==> src/rtl/dcnt_pkg.sv <==
// Shared types, constants and helpers for the decaying counter.
package dcnt_pkg;

	localparam int VAL_W     = 48;
	localparam int CMD_W     = 2;
	localparam int COUNT_W   = 16;
	localparam int UNIT_W    = 2;
	localparam int CFG_IDX_W = 2;
	localparam int DIV_W     = 32;
	localparam int MAG_W     = VAL_W + 1;

	localparam logic [CMD_W-1:0] CMD_INC  = 2'd0;
	localparam logic [CMD_W-1:0] CMD_DEC  = 2'd1;
	localparam logic [CMD_W-1:0] CMD_PEEK = 2'd2;

	localparam logic [UNIT_W-1:0] UNIT_MS  = 2'd0;
	localparam logic [UNIT_W-1:0] UNIT_SEC = 2'd1;
	localparam logic [UNIT_W-1:0] UNIT_MIN = 2'd2;
	localparam logic [UNIT_W-1:0] UNIT_BAD = 2'd3;

	localparam logic [CFG_IDX_W-1:0] REG_RATE  = 2'd0;
	localparam logic [CFG_IDX_W-1:0] REG_COUNT = 2'd1;
	localparam logic [CFG_IDX_W-1:0] REG_UNIT  = 2'd2;

	localparam logic [VAL_W-1:0] VAL_MAX   = {1'b0, {(VAL_W-1){1'b1}}};
	localparam logic [VAL_W-1:0] VAL_MIN   = {1'b1, {(VAL_W-1){1'b0}}};
	localparam logic [MAG_W-1:0] DEG_LIMIT = {1'b1, {VAL_W{1'b0}}};

	typedef struct packed {
		logic [CMD_W-1:0]        cmd;
		logic signed [VAL_W-1:0] amount;
		logic [VAL_W-1:0]        now_ms;
	} req_t;

	typedef struct packed {
		logic                    status;
		logic signed [VAL_W-1:0] result_value;
	} rsp_t;

	typedef struct packed {
		logic signed [VAL_W-1:0] decay_step;
		logic [COUNT_W-1:0]      interval_count;
		logic [UNIT_W-1:0]       interval_unit;
	} cfg_t;

	// milliseconds per time unit
	function automatic logic [15:0] unit_ms(input logic [UNIT_W-1:0] unit);
		logic [15:0] ms;
		case (unit)
			UNIT_MS:  ms = 16'd1;
			UNIT_SEC: ms = 16'd1000;
			UNIT_MIN: ms = 16'd60000;
			default:  ms = 16'd1;
		endcase
		return ms;
	endfunction

endpackage

==> src/rtl/dcnt_alu.sv <==
// Shared add/subtract unit used by the arithmetic steps of the sequencer.
module dcnt_alu #(
	parameter int AW = 52
) (
	input  logic [AW-1:0] a,
	input  logic [AW-1:0] b,
	input  logic          sub,
	output logic [AW-1:0] sum
);
	assign sum = a + (sub ? ~b : b) + AW'(sub);
endmodule

==> src/rtl/dcnt_cfg.sv <==
// Configuration register file.
module dcnt_cfg #(
	parameter int FRAC_BITS = 16
) (
	input  logic                           clk,
	input  logic                           arst_n,
	input  logic                           cfg_valid,
	output logic                           cfg_ready,
	input  logic [dcnt_pkg::CFG_IDX_W-1:0] cfg_index,
	input  logic [dcnt_pkg::VAL_W-1:0]     cfg_data,
	output dcnt_pkg::cfg_t                 regs
);
	import dcnt_pkg::*;

	localparam logic [VAL_W-1:0] RATE_RST = VAL_W'(1) << FRAC_BITS;

	cfg_t regs_q;

	assign cfg_ready = 1'b1;
	assign regs      = regs_q;

	always_ff @(posedge clk or negedge arst_n) begin
		if (!arst_n) begin
			regs_q.decay_step     <= RATE_RST;
			regs_q.interval_count <= COUNT_W'(1);
			regs_q.interval_unit  <= UNIT_MS;
		end else if (cfg_valid && cfg_ready) begin
			case (cfg_index)
				REG_RATE:  regs_q.decay_step     <= cfg_data;
				REG_COUNT: regs_q.interval_count <= cfg_data[COUNT_W-1:0];
				REG_UNIT:  regs_q.interval_unit  <= cfg_data[UNIT_W-1:0];
				default: begin
				end
			endcase
		end
	end
endmodule

==> src/rtl/dcnt_core.sv <==
// Counter state and command sequencer around the shared add/subtract unit.
module dcnt_core #(
	parameter int TIME_WIDTH = 48
) (
	input  logic           clk,
	input  logic           arst_n,
	input  logic           req_valid,
	input  dcnt_pkg::req_t req,
	output logic           req_stall,
	input  dcnt_pkg::cfg_t regs,
	input  logic           slot_free,
	output logic           done,
	output dcnt_pkg::rsp_t rsp_d
);
	import dcnt_pkg::*;

	localparam int TW = TIME_WIDTH;
	localparam int AW = ((TW > 50) ? TW : 50) + 2;
	localparam int CW = $clog2(TW);

	localparam logic [3:0] S_IDLE   = 4'd0;
	localparam logic [3:0] S_DISP   = 4'd1;
	localparam logic [3:0] S_SUBAMT = 4'd2;
	localparam logic [3:0] S_AGE    = 4'd3;
	localparam logic [3:0] S_DIV    = 4'd4;
	localparam logic [3:0] S_ABS    = 4'd5;
	localparam logic [3:0] S_MUL    = 4'd6;
	localparam logic [3:0] S_APPLY  = 4'd7;
	localparam logic [3:0] S_ADDAMT = 4'd8;
	localparam logic [3:0] S_REPLY  = 4'd9;

	logic [3:0]       state_q;
	logic [CMD_W-1:0] cmd_q;
	logic [VAL_W-1:0] amt_q;
	logic [TW-1:0]    now_q;
	logic             exists_q;
	logic [VAL_W-1:0] raw_q;
	logic [TW-1:0]    created_q;
	logic [DIV_W-1:0] rem_q;
	logic [DIV_W-1:0] div_q;
	logic [TW-1:0]    q_q;
	logic [VAL_W-1:0] rabs_q;
	logic [MAG_W-1:0] acc_q;
	logic [CW-1:0]    cnt_q;
	logic             pass_q;
	logic             status_q;
	logic [VAL_W-1:0] res_q;

	logic [AW-1:0]    alu_a, alu_b, sum;
	logic             alu_sub;
	logic             neg, hi, all1;
	logic [VAL_W-1:0] clamp0, clamp_full, deg;
	logic [MAG_W-1:0] acc_next;
	logic [63:0]      now_wide;
	logic [COUNT_W-1:0] cnt_eff;

	function automatic logic [AW-1:0] sx(input logic [VAL_W-1:0] x);
		return {{(AW-VAL_W){x[VAL_W-1]}}, x};
	endfunction

	dcnt_alu #(.AW(AW)) u_alu (
		.a   (alu_a),
		.b   (alu_b),
		.sub (alu_sub),
		.sum (sum)
	);

	always_comb begin
		alu_a   = '0;
		alu_b   = '0;
		alu_sub = 1'b0;
		case (state_q)
			S_SUBAMT: begin
				alu_a   = sx(raw_q);
				alu_b   = sx(amt_q);
				alu_sub = 1'b1;
			end
			S_AGE: begin
				alu_a   = AW'(now_q);
				alu_b   = AW'(created_q);
				alu_sub = 1'b1;
			end
			S_DIV: begin
				alu_a   = AW'({rem_q, q_q[TW-1]});
				alu_b   = AW'(div_q);
				alu_sub = 1'b1;
			end
			S_ABS: begin
				alu_b   = sx(regs.decay_step);
				alu_sub = regs.decay_step[VAL_W-1];
			end
			S_MUL: begin
				alu_a = AW'({acc_q, 1'b0});
				alu_b = q_q[TW-1] ? AW'(rabs_q) : '0;
			end
			S_APPLY: begin
				alu_a   = sx(raw_q);
				alu_b   = AW'(acc_q);
				alu_sub = !regs.decay_step[VAL_W-1];
			end
			S_ADDAMT: begin
				alu_a = sx(raw_q);
				alu_b = sx(amt_q);
			end
			default: begin
			end
		endcase
	end

	// saturation of the unit's result
	always_comb begin
		neg        = sum[AW-1];
		hi         = |sum[AW-2:VAL_W-1];
		all1       = &sum[AW-2:VAL_W-1];
		clamp0     = neg ? '0 : (hi ? VAL_MAX : sum[VAL_W-1:0]);
		clamp_full = neg ? (all1 ? sum[VAL_W-1:0] : VAL_MIN)
		                 : (hi ? VAL_MAX : sum[VAL_W-1:0]);
		deg        = (regs.interval_unit == UNIT_BAD) ? '0 : clamp0;
		acc_next   = ((|sum[AW-1:MAG_W]) || (sum[MAG_W-1] && (|sum[MAG_W-2:0])))
		             ? DEG_LIMIT : sum[MAG_W-1:0];
		now_wide   = 64'(req.now_ms);
		cnt_eff    = (regs.interval_count == '0) ? COUNT_W'(1) : regs.interval_count;
	end

	assign req_stall = (state_q != S_IDLE);
	assign done      = (state_q == S_REPLY) && slot_free;
	assign rsp_d     = '{status: status_q, result_value: res_q};

	always_ff @(posedge clk or negedge arst_n) begin
		if (!arst_n) begin
			state_q   <= S_IDLE;
			exists_q  <= 1'b0;
			raw_q     <= '0;
			created_q <= '0;
			pass_q    <= 1'b0;
			cnt_q     <= '0;
			acc_q     <= '0;
		end else begin
			case (state_q)
				S_IDLE: begin
					if (req_valid) begin
						cmd_q   <= req.cmd;
						amt_q   <= req.amount;
						now_q   <= now_wide[TW-1:0];
						state_q <= S_DISP;
					end
				end
				S_DISP: begin
					status_q <= 1'b1;
					res_q    <= '0;
					pass_q   <= 1'b0;
					state_q  <= S_REPLY;
					case (cmd_q)
						CMD_INC: begin
							if (!exists_q) begin
								exists_q  <= 1'b1;
								raw_q     <= amt_q;
								created_q <= now_q;
								res_q     <= amt_q;
								status_q  <= 1'b0;
							end else begin
								state_q <= S_AGE;
							end
						end
						CMD_DEC:  if (exists_q) state_q <= S_SUBAMT;
						CMD_PEEK: if (exists_q) state_q <= S_AGE;
						default: begin
						end
					endcase
				end
				S_SUBAMT: begin
					if (clamp0 == '0) begin
						exists_q <= 1'b0;
						status_q <= 1'b0;
						res_q    <= '0;
						state_q  <= S_REPLY;
					end else begin
						raw_q   <= clamp0;
						state_q <= S_AGE;
					end
				end
				S_AGE: begin
					q_q     <= neg ? '0 : sum[TW-1:0];
					rem_q   <= '0;
					div_q   <= DIV_W'(unit_ms(regs.interval_unit)) * DIV_W'(cnt_eff);
					cnt_q   <= CW'(TW - 1);
					state_q <= (regs.interval_unit == UNIT_BAD) ? S_APPLY : S_DIV;
				end
				S_DIV: begin
					rem_q <= neg ? {rem_q[DIV_W-2:0], q_q[TW-1]} : sum[DIV_W-1:0];
					q_q   <= {q_q[TW-2:0], !neg};
					cnt_q <= cnt_q - CW'(1);
					if (cnt_q == '0) state_q <= S_ABS;
				end
				S_ABS: begin
					rabs_q  <= sum[VAL_W-1:0];
					acc_q   <= '0;
					cnt_q   <= CW'(TW - 1);
					state_q <= S_MUL;
				end
				S_MUL: begin
					acc_q <= acc_next;
					q_q   <= {q_q[TW-2:0], 1'b0};
					cnt_q <= cnt_q - CW'(1);
					if (cnt_q == '0) state_q <= S_APPLY;
				end
				S_APPLY: begin
					status_q <= 1'b0;
					state_q  <= S_REPLY;
					if (cmd_q == CMD_INC && !pass_q) begin
						if (deg == '0) begin
							raw_q     <= amt_q;
							created_q <= now_q;
							res_q     <= amt_q;
						end else begin
							state_q <= S_ADDAMT;
						end
					end else begin
						res_q <= deg;
						if (cmd_q == CMD_PEEK && deg == '0) exists_q <= 1'b0;
					end
				end
				S_ADDAMT: begin
					raw_q   <= clamp_full;
					pass_q  <= 1'b1;
					state_q <= S_APPLY;
				end
				S_REPLY: begin
					if (slot_free) state_q <= S_IDLE;
				end
				default: state_q <= S_IDLE;
			endcase
		end
	end

	a_rem_below_div: assert property (@(posedge clk) disable iff (!arst_n)
		(state_q == S_DIV) |-> (rem_q < div_q))
		else $error("divider remainder not below divisor");

	a_acc_sat: assert property (@(posedge clk) disable iff (!arst_n)
		(state_q == S_MUL || state_q == S_APPLY) |-> (acc_q <= DEG_LIMIT))
		else $error("decay magnitude above saturation limit");

	a_done_idle: assert property (@(posedge clk) disable iff (!arst_n)
		done |=> (state_q == S_IDLE))
		else $error("sequencer did not return to idle after reply");

	a_accept_disp: assert property (@(posedge clk) disable iff (!arst_n)
		(state_q == S_IDLE && req_valid) |=> (state_q == S_DISP))
		else $error("accepted beat not dispatched");
endmodule

==> src/rtl/decaying_counter.sv <==
// Top level of the decaying counter: configuration, sequencer and result register.
//
//  channel | handshake             | beat
//  --------+-----------------------+---------------------------------
//  cfg     | cfg_valid / cfg_ready | cfg_index, cfg_data
//  req     | req_valid / req_stall | req (cmd, amount, now_ms)
//  rsp     | rsp_valid / rsp_stall | rsp (status, result_value)
//
//  A beat for an absent counter or an unused code goes straight to the reply; when the
//  decayed value is needed, a serial divider and a saturating multiplier each take
//  TIME_WIDTH steps of the shared add/subtract unit; a decrement first takes a subtract
//  step, an increment that adds takes an add step; unit code 3 skips both loops.
//  req_stall is high from acceptance until the result is loaded; a reply waits in the
//  sequencer while rsp is held by rsp_stall. Reset clears the counter; cfg always ready.
module decaying_counter #(
	parameter int TIME_WIDTH = 48,
	parameter int FRAC_BITS  = 16
) (
	input  logic                           clk,
	input  logic                           arst_n,
	input  logic                           cfg_valid,
	output logic                           cfg_ready,
	input  logic [dcnt_pkg::CFG_IDX_W-1:0] cfg_index,
	input  logic [dcnt_pkg::VAL_W-1:0]     cfg_data,
	input  logic                           req_valid,
	output logic                           req_stall,
	input  dcnt_pkg::req_t                 req,
	output logic                           rsp_valid,
	input  logic                           rsp_stall,
	output dcnt_pkg::rsp_t                 rsp
);
	import dcnt_pkg::*;

	cfg_t regs;
	rsp_t rsp_d, rsp_q;
	logic rsp_valid_q;
	logic slot_free;
	logic done;

	dcnt_cfg #(.FRAC_BITS(FRAC_BITS)) u_cfg (
		.clk       (clk),
		.arst_n    (arst_n),
		.cfg_valid (cfg_valid),
		.cfg_ready (cfg_ready),
		.cfg_index (cfg_index),
		.cfg_data  (cfg_data),
		.regs      (regs)
	);

	dcnt_core #(.TIME_WIDTH(TIME_WIDTH)) u_core (
		.clk       (clk),
		.arst_n    (arst_n),
		.req_valid (req_valid),
		.req       (req),
		.req_stall (req_stall),
		.regs      (regs),
		.slot_free (slot_free),
		.done      (done),
		.rsp_d     (rsp_d)
	);

	assign slot_free = !rsp_valid_q || !rsp_stall;
	assign rsp_valid = rsp_valid_q;
	assign rsp       = rsp_q;

	always_ff @(posedge clk or negedge arst_n) begin
		if (!arst_n) begin
			rsp_valid_q <= 1'b0;
		end else if (done) begin
			rsp_valid_q <= 1'b1;
		end else if (!rsp_stall) begin
			rsp_valid_q <= 1'b0;
		end
	end

	always_ff @(posedge clk) begin
		if (done) begin
			rsp_q <= rsp_d;
		end
	end
endmodule

==> config.mk <==
export PLATFORM = sky130hd
export DESIGN_NAME = decaying_counter
export DESIGN_NICKNAME = d
export VERILOG_FILES = /design/src/rtl/dcnt_pkg.sv /design/src/rtl/dcnt_alu.sv /design/src/rtl/dcnt_cfg.sv /design/src/rtl/dcnt_core.sv /design/src/rtl/decaying_counter.sv
export SDC_FILE = /design/constraint.sdc
export NUM_CORES = 1
export LEC_CHECK = 0
export ABC_CLOCK_PERIOD_IN_PS = 7200
export BUFFER_PORTS_ARGS = -buffer_cell sky130_fd_sc_hd__buf_2
export CAP_MARGIN = 25
export CORE_ASPECT_RATIO = 1.25
export CORE_UTILIZATION = 38
export CTS_CLUSTER_SIZE = 16
export DETAILED_ROUTE_END_ITERATION = 10
export PLACE_DENSITY = 0.6
export SYNTH_ARGS = -nofsm -noshare
export SYNTH_HDL_FRONTEND = slang
export SYNTH_SLANG_ARGS = --single-unit
export TNS_END_PERCENT = 1
==> constraint.sdc <==
create_clock -name clk -period 7.2 [get_ports clk]
set_input_delay 1.08 -clock clk [delete_from_list [all_inputs] [get_ports clk]]
set_output_delay 1.08 -clock clk [all_outputs]
set_load 0.01 [all_outputs]
==> results of run 1 <==
==> sequential cells by signal, indices dropped and copies added (netlist names) <==
signal / flops
u_core.created_q: 48
u_core.rem_q: 32
rsp: 49
u_core.exists_q: 1
u_core.q_q: 48
u_core.div_q: 32
u_core.pass_q: 1
u_core.state_q: 4
rsp_valid: 1
u_core.acc_q: 49
u_core.cnt_q: 6
u_cfg.regs: 66
u_core.rabs_q: 48
u_core.now_q: 48
u_core.amt_q: 48
u_core.cmd_q: 2
u_core.res_q: 48
u_core.raw_q: 48
u_core.status_q: 1
==> metrics by stage <==
stage	std cells	instance area [sq um]
4_1_cts	4566	39700
3_3_place_gp	4455	37800
3_5_place_dp	4456	37800
6_report	4566	39800
2_1_floorplan	3061	34200
5_1_grt	4566	39800
==> worst max-delay path, stage by stage (launching register included) <==
cell and delay (ps):
dfrtp_1 430, inv_1 110, ha_4 320, nor2b_1 270, fa_1 480, fa_1 440
ha_1 280, inv_1 50, fa_1 520, inv_1 50, fa_1 490, fa_1 430
ha_1 370, nand2_1 80, o21ai_0 270, a41oi_1 240, a2111o_1 450, a31o_2 240
o2111a_1 260, nor3_2 220, and4_1 250, o31ai_1 100, a21oi_1 150, a31oi_1 50
==> logic make-up after synthesis <==
family	synth area share, %
AOI/OAI and AO/OA	14.5
xor gates and xnor gates	2.94
adders and majority gates	14.2
buffers and inverters	4.58
DFF	47.6
muxes	5.48
other	0.0110
and+or+nand+nor	10.7
==> worst max path at each step <==
stage | end | slack [ps]
global placement | u_core.div_q[31] | 290
floorplan | u_core.res_q[0] | 140
finish | u_core.div_q[31] | 370
CTS | u_core.div_q[31] | 100
global route | u_core.res_q[21] | 30
detailed placement | u_core.div_q[31] | 110
==> layout by cell type (no fill, tap or decap), drive strengths merged, types with 18 or more instances in the layout <==
cell type	count
or3	19
a31oi	18
inv	244
xor2	21
mux2	154
fa	119
nand2	340
xnor2	94
clkinv	26
a22o	59
nor2	124
nand3	72
nor2b	30
nand2b	19
a222oi	70
dfrtp	222
ha	198
a21oi	122
buf	383
o21ai	163
nor3	36
clkbuf	72
a22oi	150
edfxtp	356
and2	50
a21o	20
==> final cells by class <==
class	instances	share of cell area (%)
multi-input cells	2079	41.6
flip-flops and latches	580	41.0
repair buffers	383	6.56
clock buffers	72	4.10
well taps	1178	3.71
inverters	236	2.23
clock inverters	38	0.790
==> routing by layer <==
layer,wire length [um],part of all wire (%),GRT usage (%),vias to the layer above
met5,0,0,0,-
met2,55200,51,42.9,940
li1,-,-,-,11700
met4,4870,4.5,10.3,0
met3,5230,4.9,2.47,242
met1,42100,39,27.7,12800
==> flow_metrics.env, run 1 <==
export IMPL_drc=0
export IMPL_core_area_sq_um=88800
export IMPL_status="finished, final reports clean"
export IMPL_cp_end_kind="flip-flop"
export IMPL_clock_tree_root_cell="clkbuf_16"
export IMPL_critical_path_class="flip-flop to flip-flop"
export IMPL_drt_pass1_iterations=8
export IMPL_grtUsageTotal_pct=23.5
export IMPL_fin_util_pct=44.8
export IMPL_fmax_mhz=146
export IMPL_cts_resized=0
export IMPL_period_share_pct=94.9
export IMPL_startpoint_type="flip-flop"
export IMPL_synthArstFlopShare_pct=38.6
export IMPL_crit_arrival_ps=7200
export IMPL_area_growth_synth_to_final_pct=16.2
export IMPL_ys_warn_count=0
export IMPL_multi_input_area_sq_um=16500
export IMPL_rsz0062_at_grt="false"
export IMPL_synth_top_area_share_pct=31.2
export IMPL_reg2reg_from="u_cfg.regs[0]"
export IMPL_cts_buffers_inserted=59
export IMPL_grt_antenna_before_repair=0
export IMPL_hp_class="input port to asynchronous set/reset pin"
export IMPL_synth_cells=3061
export IMPL_synthTopCellsByCount="edfxtp_1 (356), nand2_1 (340), inv_1 (236)"
export IMPL_vias_per_cell=5.61
export IMPL_r2r_slack_ps=370
export IMPL_post_synth_top_count_cell="edfxtp_1"
export IMPL_yosysSeqAreaShare_pct=47.6
export IMPL_ff_latch_area_sq_um=16300
export IMPL_fp_dieH_um=338
export IMPL_slew_viol_final=0
export IMPL_mappedNetlistNets=3531
export IMPL_grt_max_degree=122
export IMPL_required_ps=7570
export IMPL_rr_worst_depth=23
export IMPL_clk_path_buf_depth=3
export IMPL_timing_final_ws_setup_ps=370
export IMPL_period_minus_slack_ps=6830
export IMPL_finalSetupTns_ps=0
export IMPL_wl_per_cell_um=23.5
export IMPL_num_io_pins=205
export IMPL_clkSlewWorstSetupHoldPaths_ps=70
export IMPL_grt_first_pass_wirelength_um=162000
export IMPL_rows=122
export IMPL_synth_area_sq_um=34200
export IMPL_synth_edf_count=356
export IMPL_synth_avg_cell_area_sq_um=11.2
export IMPL_cts_setup_buffers=0
export IMPL_finalHoldViolCount=0
export IMPL_detail_route_antenna_nets=0
export IMPL_worstReg2RegEnd="u_core.div_q[31]"
export IMPL_floorplan_initialDensity_pct=38.5
export IMPL_fin_skew_ps=35.1
export IMPL_antennaDiodeCount=0
export IMPL_hold_buffers=0
export IMPL_drt_iter0_drc=2523
export IMPL_wirelength_um=107000
export IMPL_synth_flop_cell="edfxtp_1"
export IMPL_clock_sinks=580
export IMPL_insertion_delay_ps=660
export IMPL_vias=25600
export IMPL_grt_pass1_vias=26400
export IMPL_fill_cells=8350
export IMPL_critPathMaxFanout=18
export IMPL_cts_htree_levels=2
export IMPL_synth_cell_types=92
export IMPL_synth_seq_cells=580
export IMPL_cap_violations=0
export IMPL_gp_congestion=0.972
export IMPL_setup_viol=0
export IMPL_startpoint="u_cfg.regs[0]"
export IMPL_die_x_um=270
export IMPL_dp_hpwl_um=79700
export IMPL_pre_cts_ws_ps=109
export IMPL_worstMarginPinSlew_ps=986
export IMPL_whs_ps=350
export IMPL_yosys_top_cells_area="edfxtp_1 (31%), dfrtp_1 (16%), ha_1 (7.2%)"
export IMPL_overflow=0
export IMPL_yosys_area_top_type="edfxtp_1"
export IMPL_drive_gt1_share_pct=20.3
export IMPL_port_buffers=203
export IMPL_cts_tree="built"
export IMPL_die_area_sq_um=91300
export IMPL_nets=3809
export IMPL_relSlewSlack_pct=34.0
Power of run 1 is not shown: default switching activity piles up to over one toggle a cycle in this logic, so the estimate is an artifact.
==> inputs of run 2 (changes only) <==
ABC_CLOCK_PERIOD_IN_PS = 6610   (was 7200)
CTS_BUF_LIST = sky130_fd_sc_hd__clkbuf_16   (was default)
CTS_CLUSTER_DIAMETER = 100   (was default)
PLACE_DENSITY = 0.58   (was 0.6)
clock period = 6.61 ns   (was 7.2 ns; I/O delays follow)
==> run 2 against run 1 <==
Die area stayed put; maximum frequency is 5.7% higher; via count is 2.4% higher; clock skew is 1.5 ps higher; final area is 2.9% higher.
==> flow_metrics.env, run 2 (synthesis results as in run 1) <==
export IMPL_met3WireLength_um=5890
export IMPL_finalHoldViolCount=0
export IMPL_cp_num_buf_inv=7
export IMPL_detail_route_antenna_nets=0
export IMPL_mostFrequentLayoutCells="edfxtp_1 (356), nand2_1 (337), buf_4 (332)"
export IMPL_core_area_sq_um=88800
export IMPL_cts_htree_levels=2
export IMPL_rows=122
export IMPL_worstMarginPinSlew_ps=961
export IMPL_die_x_um=270
export IMPL_maxUsedRoutingLayer="met4"
export IMPL_dp_cells=4621
export IMPL_grt_antenna_before_repair=0
export IMPL_hp_class="input port to asynchronous set/reset pin"
export IMPL_insertion_delay_ps=620
export IMPL_gp_congestion=0.974
export IMPL_relSlewSlack_pct=35.8
export IMPL_fmax_mhz=155
export IMPL_status="finished, final reports clean"
export IMPL_die_area_sq_um=91300
export IMPL_antennaDiodeCount=0
export IMPL_final_cell_area_sq_um=40900
export IMPL_finalSetupTns_ps=0
export IMPL_detailed_place_area_sq_um=39100
export IMPL_clk_path_buf_depth=3
export IMPL_grt_first_pass_wirelength_um=164000
export IMPL_dp_hpwl_um=82900
export IMPL_grt_pass1_vias=26800
export IMPL_wirelength_um=110000
export IMPL_largest_register_ffs=66
export IMPL_fin_util_pct=46.0
export IMPL_nets=3975
export IMPL_clock_tree_root_cell="clkbuf_16"
export IMPL_drt_iter0_drc=2461
export IMPL_final_common_cell="edfxtp_1"
export IMPL_cp_end_kind="flip-flop"
export IMPL_wl_per_cell_um=23.4
export IMPL_cap_violations=0
export IMPL_cts_tree="built"
export IMPL_met1_length_um=43200
export IMPL_routed_wl_met2_um=56000
export IMPL_overflow=0
export IMPL_area_growth_synth_to_final_pct=19.5
export IMPL_drt_pass1_iterations=7
export IMPL_port_buffers=203
export IMPL_critPathMaxFanout=7
export IMPL_drive_gt1_share_pct=24.8
export IMPL_setup_viol=0
export IMPL_cp_slowest_stage_delay_ps=560
export IMPL_rsz0062_at_grt="true"
export IMPL_grtUsageTotal_pct=23.8
export IMPL_vias_per_cell=5.56
export IMPL_vias=26200
export IMPL_period_share_pct=97.7
export IMPL_startpoint_type="flip-flop"
export IMPL_slew_viol_final=0
export IMPL_critical_path_class="flip-flop to flip-flop"
export IMPL_clock_sinks=580
export IMPL_required_ps=7030
export IMPL_grt_max_degree=88
export IMPL_crit_arrival_ps=6880
export IMPL_cts_buffers_inserted=42
export IMPL_fin_skew_ps=36.6
export IMPL_period_minus_slack_ps=6460
export IMPL_path_common_cell="fa_1"
export IMPL_floorplan_initialDensity_pct=38.5
export IMPL_hold_buffers=0
export IMPL_critical_path_top_delay_family="adder cells"
export IMPL_fp_dieH_um=338
export IMPL_layout_cells_non_filler=4717
export IMPL_clkSlewWorstSetupHoldPaths_ps=90
export IMPL_drc=0
export IMPL_num_io_pins=205
export IMPL_slowest_stage="fa_1"
run 2: cell types whose count changed in the layout (fill, tap and decap cells not counted), moves of 5 or more:
| cell | previous run | this run |
|---|---|---|
| inv_6 | 5 | 0 |
| clkbuf_1 | 6 | 0 |
| ha_1 | 196 | 191 |
| buf_12 | 18 | 27 |
| inv_1 | 236 | 264 |
| a21oi_2 | 2 | 8 |
| clkinv_1 | 9 | 0 |
| buf_4 | 161 | 332 |
| clkbuf_16 | 62 | 47 |
| a21oi_1 | 119 | 113 |
| clkinv_2 | 13 | 0 |
| nor2b_4 | 1 | 8 |
| nor2b_1 | 22 | 15 |
run 2: per-layer routing:
| layer | GRT usage [%] | vias up |
|---|---|---|
| met4 | 11.0 | 0 |
| met2 | 42.7 | 938 |
| li1 | - | 12000 |
| met1 | 28.4 | 13100 |
| met3 | 2.80 | 226 |
| met5 | 0 | - |
run 2: worst paths after layout:
| path | startpoint | slack, ps | depth (start not counted) | to |
|---|---|---|---|---|
| setup reg to reg | u_cfg.regs[1] | 150 | 27 | u_core.div_q[29] |
| max in group asynchronous | arst_n | 4950 | 2 | u_core.acc_q[22] |
| hold reg to reg | u_core.res_q[26] | 420 | 0 | rsp[26] |
| min in group clk | u_core.res_q[26] | 420 | 0 | rsp[26] |
| setup / recovery | u_cfg.regs[1] | 150 | 27 | u_core.div_q[29] |
| hold / removal | arst_n | 310 | 1 | u_core.raw_q[43] |
run 2: cell type report:
| type | count | area [sq um] |
|---|---|---|
| Timing Repair Buffer | 566 | 4130 |
| Fill cell | 8325 | 47900 |
| Sequential cell | 580 | 16300 |
| Clock buffer | 45 | 1130 |
| Inverter | 236 | 886 |
| Multi-Input combinational cell | 2079 | 16800 |
| Tap cell | 1178 | 1470 |
| Clock inverter | 33 | 134 |
run 2: metrics by stage:
step	worst slack, ps	hold slack (ps)
after floorplan	97.6	400
after global placement	-137	401
after global routing	-77.9	331
after detailed placement	-171	405
after CTS	1.19	302
final	150	314
run 2: timing repair:
item | CTS | global route
gates cloned | 0 | 2
pin swaps | 4 | 42
buffers inserted | 3 | 13
setup endpoints to repair | 143 | 153
gates resized for setup | 19 | 68
Power of run 2 is left out for the same reason.
